[src/hw/rtl/wmib_pkg.sv]
// Shared widths, result record and output-stage control for the water mesh index builder.
// Used by wmib_out_stage, water_mesh_index_builder_core, wmib_index_checker and the testbench; depends on nothing else.

package wmib_pkg;

   // Default vertex grid edge length
   localparam int GRID_WIDTH_DEF = 32;

   // Field widths
   localparam int COORD_W = 5;
   localparam int ID_W    = 10;
   localparam int GID_W   = 11;

   // Stream widths
   localparam int REQ_DATA_W = 16;
   localparam int RSP_DATA_W = 72;

   // One result record, without the last marker
   typedef struct packed {
      logic               kind;
      logic [COORD_W-1:0] out_row;
      logic [COORD_W-1:0] out_col;
      logic [ID_W-1:0]    vertex_id;
      logic [ID_W-1:0]    corner_a;
      logic [ID_W-1:0]    corner_b;
      logic [ID_W-1:0]    corner_c;
      logic [ID_W-1:0]    corner_d;
      logic [ID_W-1:0]    corner_e;
   } rslt_type;

   // Requests from the sequencer to the output stage
   typedef struct packed {
      logic push;
      logic finish;
   } os_ctl_type;

endpackage

[src/hw/rtl/wmib_out_stage.sv]
// Output stage: holds back the latest result until it is known whether it is the final one,
// then hands it to a registered stream output. Depends on wmib_pkg.

module wmib_out_stage (
   input  logic                             clock,
   input  logic                             reset,
   input  wmib_pkg::os_ctl_type             ctl,
   input  wmib_pkg::rslt_type               push_data,
   output logic                             ready,
   output logic                             rsp_tvalid,
   input  logic                             rsp_tready,
   // rsp_tdata, low bit up: out_row[4:0], out_col[9:5], vertex_id[19:10], corner_a[29:20],
   // corner_b[39:30], corner_c[49:40], corner_d[59:50], corner_e[69:60], zero[71:70]
   output logic [wmib_pkg::RSP_DATA_W-1:0]  rsp_tdata,
   // rsp_tuser: kind
   output logic                             rsp_tuser,
   output logic                             rsp_tlast
);
   import wmib_pkg::*;

   logic     pend_vld_ff, pend_vld_in;
   rslt_type pend_ff;
   logic     out_vld_ff, out_vld_in;
   rslt_type out_ff;
   logic     out_last_ff;
   logic     out_free;
   logic     move;
   logic     take;

   // Decide transfers between the holding slot and the output register
   always_comb begin
      out_free = !out_vld_ff || rsp_tready;
      ready    = !pend_vld_ff || out_free;
      take     = ctl.push && ready;
      move     = (ctl.push || ctl.finish) && ready && pend_vld_ff;

      pend_vld_in = pend_vld_ff;
      if (take) begin
         pend_vld_in = 1'b1;
      end else if (ctl.finish && ready) begin
         pend_vld_in = 1'b0;
      end

      out_vld_in = out_vld_ff;
      if (move) begin
         out_vld_in = 1'b1;
      end else if (rsp_tready) begin
         out_vld_in = 1'b0;
      end
   end

   // Hold control flags
   always_ff @(posedge clock) begin
      if (reset) begin
         pend_vld_ff <= 1'b0;
         out_vld_ff  <= 1'b0;
      end else begin
         pend_vld_ff <= pend_vld_in;
         out_vld_ff  <= out_vld_in;
      end
   end

   // Advance payload
   always_ff @(posedge clock) begin
      if (move) begin
         out_ff      <= pend_ff;
         out_last_ff <= ctl.finish;
      end
      if (take) begin
         pend_ff <= push_data;
      end
   end

   // Pack the stream output
   assign rsp_tvalid = out_vld_ff;
   assign rsp_tuser  = out_ff.kind;
   assign rsp_tlast  = out_last_ff;
   assign rsp_tdata  = {2'b00, out_ff.corner_e, out_ff.corner_d, out_ff.corner_c,
                        out_ff.corner_b, out_ff.corner_a, out_ff.vertex_id,
                        out_ff.out_col, out_ff.out_row};

   // A finish with a held result must present it as the final transfer
   a_finish_last : assert property (@(posedge clock) disable iff (reset)
      ctl.finish && ready && pend_vld_ff |=> rsp_tvalid && rsp_tlast)
      else $error("held result not released as final transfer");

   // Push and finish never arrive together
   a_ctl_excl : assert property (@(posedge clock) disable iff (reset)
      !(ctl.push && ctl.finish))
      else $error("push and finish requested together");

   // A stalled transfer keeps its payload until it goes
   a_hold_stall : assert property (@(posedge clock) disable iff (reset)
      rsp_tvalid && !rsp_tready |=> rsp_tvalid && $stable(rsp_tdata) && $stable(rsp_tlast))
      else $error("stalled result changed before its transfer");

endmodule

[config.mk]
export PLATFORM = sky130hd
export DESIGN_NAME = wmib_out_stage
export DESIGN_NICKNAME = d
export VERILOG_FILES = /design/src/hw/rtl/wmib_pkg.sv /design/src/hw/rtl/wmib_out_stage.sv
export SDC_FILE = /design/constraint.sdc
export NUM_CORES = 1
export LEC_CHECK = 0
export BUFFER_PORTS_ARGS = -buffer_cell sky130_fd_sc_hd__buf_2
export CAP_MARGIN = 10
export CORE_UTILIZATION = 51
export CTS_BUF_LIST = sky130_fd_sc_hd__clkbuf_4 sky130_fd_sc_hd__clkbuf_8
export DETAILED_ROUTE_END_ITERATION = 12
export GPL_ROUTABILITY_DRIVEN = 0
export GPL_TIMING_DRIVEN = 0
export PLACE_DENSITY = 0.84
export SLEW_MARGIN = 20
export SYNTH_ARGS = -nofsm -noshare
export SYNTH_HDL_FRONTEND = slang
export SYNTH_SLANG_ARGS = --single-unit
[constraint.sdc]
create_clock -name clock -period 6.26 [get_ports clock]
set_input_delay 0.939 -clock clock [delete_from_list [all_inputs] [get_ports clock]]
set_output_delay 0.939 -clock clock [all_outputs]
set_load 0.005 [all_outputs]
==> results of run 1 <==
==> cell usage after synthesis (all sizes together) <==
master  number  area share [%]
a21oi        2            0.23
dfxtp        2            0.91
nor2         2            0.17
conb         1           0.085
nand2        1           0.085
and2b        1            0.17
buf          2            0.34
o21ai        1            0.11
edfxtp     143              97
inv          1           0.085
a311oi       1            0.34
nand2b       1            0.31
==> area by class of cell <==
type                            count  share of cell area (%)
Clock buffer                       18                    4.14
Clock inverter                     13                    2.74
Buffer                              2                   0.257
Inverter                            1                  0.0643
Tap cell                          105                    2.25
Timing Repair Buffer              154                    14.8
Sequential cell                   145                    74.2
Multi-Input combinational cell     11                    1.52
==> power by group <==
group / leakage, µW / switching (µW) / internal, µW
combinational: 0.000688 / 43.8 / 40.4
sequential: 0.00138 / 12.2 / 1130
clock: 0.000202 / 326 / 397
==> through the flow <==
stage	area [µm²]	total power, µW	setup TNS [ns]	setup WS [ns]
global route	5840	2020	0	3.72
detailed placement	5440	1250	0	3.71
CTS	5840	1970	0	3.72
finish	5840	1940	0	3.73
global placement	5300	1230	-14.97	-0.216
floorplan	4420	1180	0	1.13
==> worst max path at each step <==
stage	to	from	depth (start not counted)	slack, ns
after floorplan	pend_ff[0]	rsp_tready	2	1.13
after global placement	pend_ff[8]	rsp_tready	3	-0.22
after detailed placement	rsp_tdata[5]	rsp_tready	4	3.71
after CTS	ready	rsp_tready	4	3.72
after global routing	ready	rsp_tready	4	3.72
final	ready	rsp_tready	4	3.73
==> critical path, stage by stage <==
cell and delay (ns):
buf_2 0.11, and2b_1 0.32, nand2_1 0.09, buf_2 0.13
==> state kept, by name, summed over array words and instances, names as in the netlist <==
register / count
rsp_tlast: 1
rsp_tvalid: 1
pend_vld_ff: 1
rsp_tuser: 1
rsp_tdata: 70
pend_ff: 71
==> cell families (layout without fill, tap and decap cells) <==
| group | count (synthesis) | in the layout | synth area share, % |
|---|---|---|---|
| flops | 145 | 145 | 98.1 |
| simple gates | 5 | 5 | 0.736 |
| compound gates | 4 | 4 | 0.679 |
| buf+inv | 3 | 188 | 0.425 |
| other cells | 1 | 2 | 0.0849 |
==> per-layer routing <==
| metal | GRT usage, % | up-vias | part of all wire [%] |
|---|---|---|---|
| met5 | 0 | - | 0 |
| met3 | 8.21 | 8 | 8.3 |
| li1 | - | 981 | - |
| met2 | 28.2 | 96 | 53 |
| met1 | 17.7 | 986 | 37 |
| met4 | 8.21 | 0 | 1.3 |
==> flow_metrics.env, run 1 <==
export IMPL_routed_via_density=4.61
export IMPL_power_density_nw_per_um2=333
export IMPL_max_clock_freq_ghz=0.395
export IMPL_worstMarginPinSlew_ns=0.774
export IMPL_cts_root_buf="clkbuf_8"
export IMPL_ctsHoldBuffers=0
export IMPL_ctsResizeCount=0
export IMPL_setup_viol=0
export IMPL_portBuffers=149
export IMPL_io_pins=152
export IMPL_wirelength_mm=7.13
export IMPL_dpl_hpwl_mm=5.07
export IMPL_dieArea_um2=9040
export IMPL_fin_crit_ns=2.53
export IMPL_cts_setup_buffers=0
export IMPL_ys_ff_latch=145
export IMPL_cp_required_ns=5.32
export IMPL_final_common_cell="buf_2"
export IMPL_diodes=0
export IMPL_clk_pin_slew_worst_paths_ns=0.08
export IMPL_rr_startpoint="pend_vld_ff"
export IMPL_status="finished, final reports clean"
export IMPL_htree_levels=4
export IMPL_min_path_cells=0
export IMPL_min_to="rsp_tdata[28]"
export IMPL_final_layout_size_suffix_gt1_share_pct=55.5
export IMPL_drt_iter0_markers=71
export IMPL_finalCritPeriodShare_pct=40.4
export IMPL_vias=2071
export IMPL_clkSinkCount=145
export IMPL_rsz0062_at_grt="false"
export IMPL_grt_usage_pct=16.8
export IMPL_min_from="pend_ff[48]"
export IMPL_grt_pass1_wl_mm=10.4
export IMPL_dieHeight_um=95.1
export IMPL_start_kind="input port"
export IMPL_wl_per_cell_um=15.9
export IMPL_overflow=0
export IMPL_fin_cells=449
export IMPL_clk_latency_ns=0.42
export IMPL_antenna_left=0
export IMPL_cp_max_fo=3
export IMPL_ir_worst_vdd_mv=0.205
export IMPL_critical_path_class="in2out"
export IMPL_die_w_um=95.1
export IMPL_drc=0
export IMPL_slew_headroom_pct=48.3
export IMPL_initial_core_util_pct=53.2
export IMPL_grt_max_degree=29
export IMPL_syn_to_final_growth_pct=32.1
export IMPL_yosysUniqueCellTypes=12
export IMPL_nNetsFinal=408
export IMPL_final_cell_mix="buf_2, edfxtp_1, clkbuf_8"
export IMPL_core_um2=8300
export IMPL_nFillCells=539
export IMPL_rows=33
export IMPL_syn_area_um2=4420
export IMPL_seq_area_um2=4330
export IMPL_antenna_found_initial=1
export IMPL_r2r_slack_ns=4.39
export IMPL_skew_ns=0.0131
export IMPL_multi_input_area_um2=88.8
export IMPL_yosys_warnings=0
export IMPL_drv_cap=0
export IMPL_hold_viol_final=0
export IMPL_seq_area_frac_synth_pct=98.1
export IMPL_cts_tree="yes"
export IMPL_end_kind="output pin"
export IMPL_leakage_uw=0.00227
export IMPL_synth_area_per_cell_um2=28.0
export IMPL_clk_path_buf_depth=2
export IMPL_maxSlewViolCount=0
export IMPL_dr_pass1_iters=4
export IMPL_holdCritPathClass="reg2reg"
export IMPL_netlist_instances=158
export IMPL_grt_pass1_vias=2111
export IMPL_regToRegEndpoint="rsp_tdata[47]"
export IMPL_worstRegToRegCells=3
export IMPL_final_util_pct=70.3
export IMPL_cts_buffers=17
export IMPL_dp_cells=418
export IMPL_cp_arrival_ns=1.59
export IMPL_hold_slack_ns=0.415
(Power assumes the default switching activity.)
==> run 2: changes to the inputs <==
==> constraint.sdc (replaced) <==
create_clock -name clock -period 2.5 [get_ports clock]
set_input_delay 0.375 -clock clock [delete_from_list [all_inputs] [get_ports clock]]
set_output_delay 0.375 -clock clock [all_outputs]
set_load 0.005 [all_outputs]
==> run 2 against run 1 <==
Effect of this change:
- design area is 0.26% higher
- clock skew is 0.0021 ns lower
- register-to-register slack worse by 3.6 ns
- setup slack worse by 2.9 ns
- critical endpoint is now pend_ff[39]
- highest routed layer unchanged
==> flow_metrics.env, run 2 (synthesis gave the netlist of run 1 again) <==
export IMPL_final_cell_mix="buf_2, edfxtp_1, clkbuf_8"
export IMPL_largest_register="pend_ff"
export IMPL_io_pins=152
export IMPL_dr_pass1_iters=6
export IMPL_setup_viol=0
export IMPL_finalCritPeriodShare_pct=67.7
export IMPL_clk_latency_ns=0.41
export IMPL_p_sw_share_pct=21.2
export IMPL_wirelength_mm=6.87
export IMPL_vias=2072
export IMPL_skew_ns=0.0110
export IMPL_critical_path_class="reg2reg"
export IMPL_ctsHoldBuffers=0
export IMPL_final_common_cell="buf_2"
export IMPL_clkSinkCount=145
export IMPL_p_clk_share_pct=35.6
export IMPL_status="finished, final reports clean"
export IMPL_clk_path_buf_depth=2
export IMPL_portBuffers=149
export IMPL_dieHeight_um=95.1
export IMPL_path_buf_inv=2
export IMPL_hold_viol_final=0
export IMPL_cp_max_fo=24
export IMPL_nFillCells=541
export IMPL_power_density_nw_per_um2=813
export IMPL_p_seq_share_pct=59.8
export IMPL_cts_tree="yes"
export IMPL_grt_pass1_vias=2071
export IMPL_ctsResizeCount=0
export IMPL_end_kind="flop"
export IMPL_cp_depth=4
export IMPL_fin_crit_ns=1.69
export IMPL_postPlaceCellArea_um2=5480
export IMPL_grt_pass1_wl_mm=9.92
export IMPL_drt_iter0_markers=81
export IMPL_rsz0062_at_grt="false"
export IMPL_cp_slowest_stage_delay_ns=0.40
export IMPL_r2r_slack_ns=0.81
export IMPL_final_layout_size_suffix_gt1_share_pct=55.5
export IMPL_dp_cells=419
export IMPL_routed_via_density=4.59
export IMPL_rr_startpoint="rsp_tvalid"
export IMPL_initial_core_util_pct=53.2
export IMPL_die_w_um=95.1
export IMPL_path_delay_family="compound AO/OA/AOI/OAI gates"
export IMPL_worstRegToRegCells=4
export IMPL_cts_buffers=17
export IMPL_core_um2=8300
export IMPL_seq_area_um2=4330
export IMPL_switching_power_uw=1010
export IMPL_overflow=0
export IMPL_regToRegEndpoint="pend_ff[39]"
export IMPL_start_kind="flop"
export IMPL_critical_path_cell_chain="and2b_1, a21oi_4, buf_16, buf_16"
export IMPL_grt_max_degree=28
export IMPL_antenna_found_initial=0
export IMPL_drc=0
export IMPL_cts_setup_buffers=0
export IMPL_antenna_left=0
export IMPL_syn_to_final_growth_pct=32.4
export IMPL_maxSlewViolCount=0
export IMPL_ir_worst_vdd_mv=0.645
export IMPL_max_clock_freq_ghz=0.591
export IMPL_multi_input_area_um2=88.8
export IMPL_largest_register_ffs=71
export IMPL_drv_cap=0
export IMPL_holdCritPathClass="in2reg"
export IMPL_cp_required_ns=2.61
export IMPL_dieArea_um2=9040
export IMPL_wl_per_cell_um=15.2
export IMPL_fin_cells=451
export IMPL_rows=33
export IMPL_endpoint="pend_ff[39]"
export IMPL_grt_usage_pct=15.6
export IMPL_cts_root_buf="clkbuf_8"
export IMPL_leakage_uw=0.00226
export IMPL_design_area_um2=5850
export IMPL_htree_levels=4
export IMPL_cp_arrival_ns=1.80
export IMPL_p_int_uw=3750
export IMPL_clk_pin_slew_worst_paths_ns=0.08
export IMPL_worst_path_max_delay_cell="a21oi_4"
export IMPL_crit_start="rsp_tvalid"
export IMPL_diodes=0
export IMPL_nNetsFinal=409
export IMPL_dpl_hpwl_mm=4.91
export IMPL_pwr_share_comb_pct=4.6
export IMPL_crit_top_cell="buf_16"
run 2: changes by cell type in the layout (fill, tap and decap cells not counted):
cell,change
bufinv_16,-2
buf_16,+2
inv_8,+1
buf_8,-1
inv_6,+2
clkbuf_4,+1
clkinv_1,+1
clkinv_2,-4
clkinvlp_4,+2
run 2: how the worst min path moves through the flow:
stage / startpoint / to / slack (ns) / cells after the start
floorplan: pend_ff[65] / rsp_tdata[0] / 0.40 / 0
global placement: pend_ff[58] / rsp_tdata[18] / 0.40 / 0
detailed placement: pend_ff[53] / rsp_tdata[13] / 0.40 / 0
CTS: push_data[62] / pend_ff[62] / 0.1 / 1
global route: push_data[62] / pend_ff[62] / 0.10 / 1
finish: push_data[62] / pend_ff[62] / 0.14 / 1
run 2: cell type report:
type | count | area share (%)
multi-input cells | 11 | 1.52
inverters | 1 | 0.0641
repair buffers | 155 | 15.4
clock inverters | 13 | 2.18
well taps | 105 | 2.24
clock buffers | 19 | 4.25
plain buffers | 2 | 0.257
flip-flops and latches | 145 | 74.0
run 2: per-layer routing:
| layer | wire, µm | vias up | track usage, % |
|---|---|---|---|
| met5 | 0 | - | 0 |
| met4 | 66 | 0 | 5.68 |
| met3 | 519 | 6 | 6.70 |
| met2 | 3610 | 97 | 26.4 |
| met1 | 2670 | 981 | 17.5 |
| li1 | - | 988 | - |
run 2: metrics by stage:
step | utilization [%] | hold slack [ns] | worst slack [ns] | total power, µW | setup TNS (ns)
2_1_floorplan | - | 0.400 | 0.250 | 2960 | 0
3_3_place_gp | 64.1 | 0.400 | -0.241 | 3080 | -24.74
3_5_place_dp | 66.0 | 0.405 | 0.667 | 3130 | 0
4_1_cts | 70.5 | 0.0979 | 0.774 | 4810 | 0
5_1_grt | 70.5 | 0.100 | 0.696 | 4910 | 0
6_report | 70.5 | 0.135 | 0.808 | 4760 | 0
run 2: power groups by stage:
stage	logic [µW]	registers [µW]	clock network, µW
after floorplan	49.7	2910	0
after global placement	177	2900	0
after detailed placement	222	2900	0
after CTS	222	2850	1740
after global routing	239	2860	1810
final	217	2850	1690
==> run 3: changes to the inputs <==
--- a/config.mk
+++ b/config.mk
@@ -7,12 +7,12 @@
 export LEC_CHECK = 0
 export BUFFER_PORTS_ARGS = -buffer_cell sky130_fd_sc_hd__buf_2
 export CAP_MARGIN = 10
-export CORE_UTILIZATION = 51
+export CORE_UTILIZATION = 46
 export CTS_BUF_LIST = sky130_fd_sc_hd__clkbuf_4 sky130_fd_sc_hd__clkbuf_8
 export DETAILED_ROUTE_END_ITERATION = 12
 export GPL_ROUTABILITY_DRIVEN = 0
 export GPL_TIMING_DRIVEN = 0
-export PLACE_DENSITY = 0.84
+export PLACE_DENSITY = 0.8
 export SLEW_MARGIN = 20
 export SYNTH_ARGS = -nofsm -noshare
 export SYNTH_HDL_FRONTEND = slang
==> constraint.sdc (replaced) <==
create_clock -name clock -period 1.5 [get_ports clock]
set_input_delay 0.225 -clock clock [delete_from_list [all_inputs] [get_ports clock]]
set_output_delay 0.225 -clock clock [all_outputs]
set_load 0.005 [all_outputs]
==> run 3 against run 2 <==
Effect of this change:
- critical path depth unchanged
- sequential share of layout area is 8.7 points lower
- routed wire length is 19% higher
- via count increased by 18%
- largest power group unchanged
- largest cell class unchanged
- register-to-register slack got worse by 0.79 ns
- setup slack worse by 0.79 ns
- core utilization grew 0.93 points
- global-route usage up 1.4 points
- non-clock buffer count up 79
- hold slack worse by 0.081 ns
- design area increased by 13%
==> flow_metrics.env, run 3 (synthesis gave the netlist of run 1 again) <==
export IMPL_status="finished, final reports clean"
export IMPL_holdCritPathClass="in2reg"
export IMPL_dieArea_um2=10000
export IMPL_leakage_uw=0.00259
export IMPL_rows=35
export IMPL_cts_tree="yes"
export IMPL_cp_required_ns=1.61
export IMPL_maxSlewViolCount=0
export IMPL_portBuffers=149
export IMPL_final_layout_size_suffix_gt1_share_pct=47.5
export IMPL_design_area_um2=6630
export IMPL_nNetsFinal=488
export IMPL_clk_latency_ns=0.42
export IMPL_hold_slack_ns=0.0541
export IMPL_skew_ns=0.0149
export IMPL_end_kind="flop"
export IMPL_cp_slowest_stage_delay_ns=0.34
export IMPL_antenna_left=0
export IMPL_cts_buffers=17
export IMPL_cp_max_fo=25
export IMPL_die_w_um=100
export IMPL_initial_core_util_pct=47.6
export IMPL_cts_root_buf="clkbuf_8"
export IMPL_drc=0
export IMPL_fin_cells=554
export IMPL_clkSinkCount=145
export IMPL_drt_iter0_markers=57
export IMPL_clk_pin_slew_worst_paths_ns=0.08
export IMPL_dpl_hpwl_mm=4.76
export IMPL_worst_path_max_delay_cell="dfxtp_2"
export IMPL_largest_register_ffs=71
export IMPL_cp_arrival_ns=1.60
export IMPL_seq_area_um2=4340
export IMPL_io_pins=152
export IMPL_wirelength_mm=8.17
export IMPL_grt_usage_pct=17.0
export IMPL_final_cell_mix="buf_2, edfxtp_1, dlygate4sd3_1"
export IMPL_fin_tns_setup_ns=0
export IMPL_critical_path_cell_chain="and2b_2, a21oi_4, buf_4, buf_16"
export IMPL_critical_path_class="reg2reg"
export IMPL_overflow=0
export IMPL_start_kind="flop"
export IMPL_grt_pass1_vias=2521
export IMPL_finalCritPeriodShare_pct=98.9
export IMPL_drv_cap=0
export IMPL_dr_pass1_iters=4
export IMPL_grt_max_degree=30
export IMPL_largest_register="pend_ff"
export IMPL_dieHeight_um=100
export IMPL_wl_per_cell_um=14.7
export IMPL_core_um2=9280
export IMPL_routed_via_density=4.40
export IMPL_postPlaceCellArea_um2=5470
export IMPL_fin_crit_ns=1.48
export IMPL_htree_levels=4
export IMPL_antenna_found_initial=0
export IMPL_clk_path_buf_depth=2
export IMPL_final_common_cell="buf_2"
export IMPL_grt_pass1_wl_mm=12.0
export IMPL_diodes=0
export IMPL_max_clock_freq_ghz=0.674
export IMPL_ir_worst_vdd_mv=0.764
export IMPL_nFillCells=573
export IMPL_setup_viol=0
export IMPL_syn_to_final_growth_pct=50.1
export IMPL_multi_input_area_um2=93.8
export IMPL_vias=2435
export IMPL_dp_cells=442
export IMPL_power_density_nw_per_um2=1240
export IMPL_hold_viol_final=0
run 3: cell types whose count changed in the layout (fill, tap and decap cells not counted):
cell	previous run	this run
buf_4	2	11
bufinv_16	1	2
dfxtp_2	0	1
dfxtp_1	2	1
dlygate4sd3_1	0	72
o21ai_2	0	1
buf_12	1	2
and2b_1	1	0
and2b_2	0	1
clkbuf_4	2	1
o21ai_0	1	0
clkinv_2	0	1
buf_16	5	2
inv_6	4	3
run 3: report_power, final:
group / internal, µW / switching, µW
clock network: 1520 / 1460
logic: 304 / 215
registers: 4690 / 54.5
run 3: path summary, 6_finish.rpt:
path	startpoint	end	slack [ns]	depth (start not counted)
min	ctl[0]	rsp_tlast	0.05	1
max reg2reg	rsp_tvalid	pend_ff[27]	0.02	4
max	rsp_tvalid	pend_ff[27]	0.02	4
min reg2reg	pend_ff[67]	rsp_tdata[2]	0.41	0
run 3: metal layers:
metal | routed length, µm | track usage [%]
met1 | 3010 | 17.3
met2 | 4670 | 31.5
met3 | 410 | 6.06
met4 | 72 | 6.91
met5 | 0 | 0
run 3: repair_timing:
item                       4_1_cts  5_1_grt
setup endpoints to repair      118       26
pin swaps                        2        0
buffers inserted                 8        1
hold endpoints to repair        73        0
hold buffers                    72        0
resized for setup                0        1
run 3: per-stage QoR:
step	utilization [%]	setup slack, ns	total power [µW]
after floorplan	-	-0.706	4930
after global placement	57.7	-1.12	5140
after detailed placement	58.9	-0.252	5200
after CTS	71.6	0.0315	8330
after global routing	71.5	-0.00582	8550
final	71.5	0.0171	8240
run 3: layout make-up:
type / instances / area share (%)
clock buffer: 18 / 3.64
clock inverter: 14 / 2.32
tap: 129 / 2.43
buffer: 2 / 0.226
sequential: 145 / 65.4
timing repair buffer: 234 / 24.6
inverter: 1 / 0.0566
multi-input combinational: 11 / 1.41
run 3: worst max-delay path: cells and delay by family (launching register included):
| kind | cells | cell delay, ns |
|---|---|---|
| compound gates | 1 | 0.23 |
| buf+inv | 2 | 0.36 |
| flops | 1 | 0.34 |
| simple gates | 1 | 0.24 |
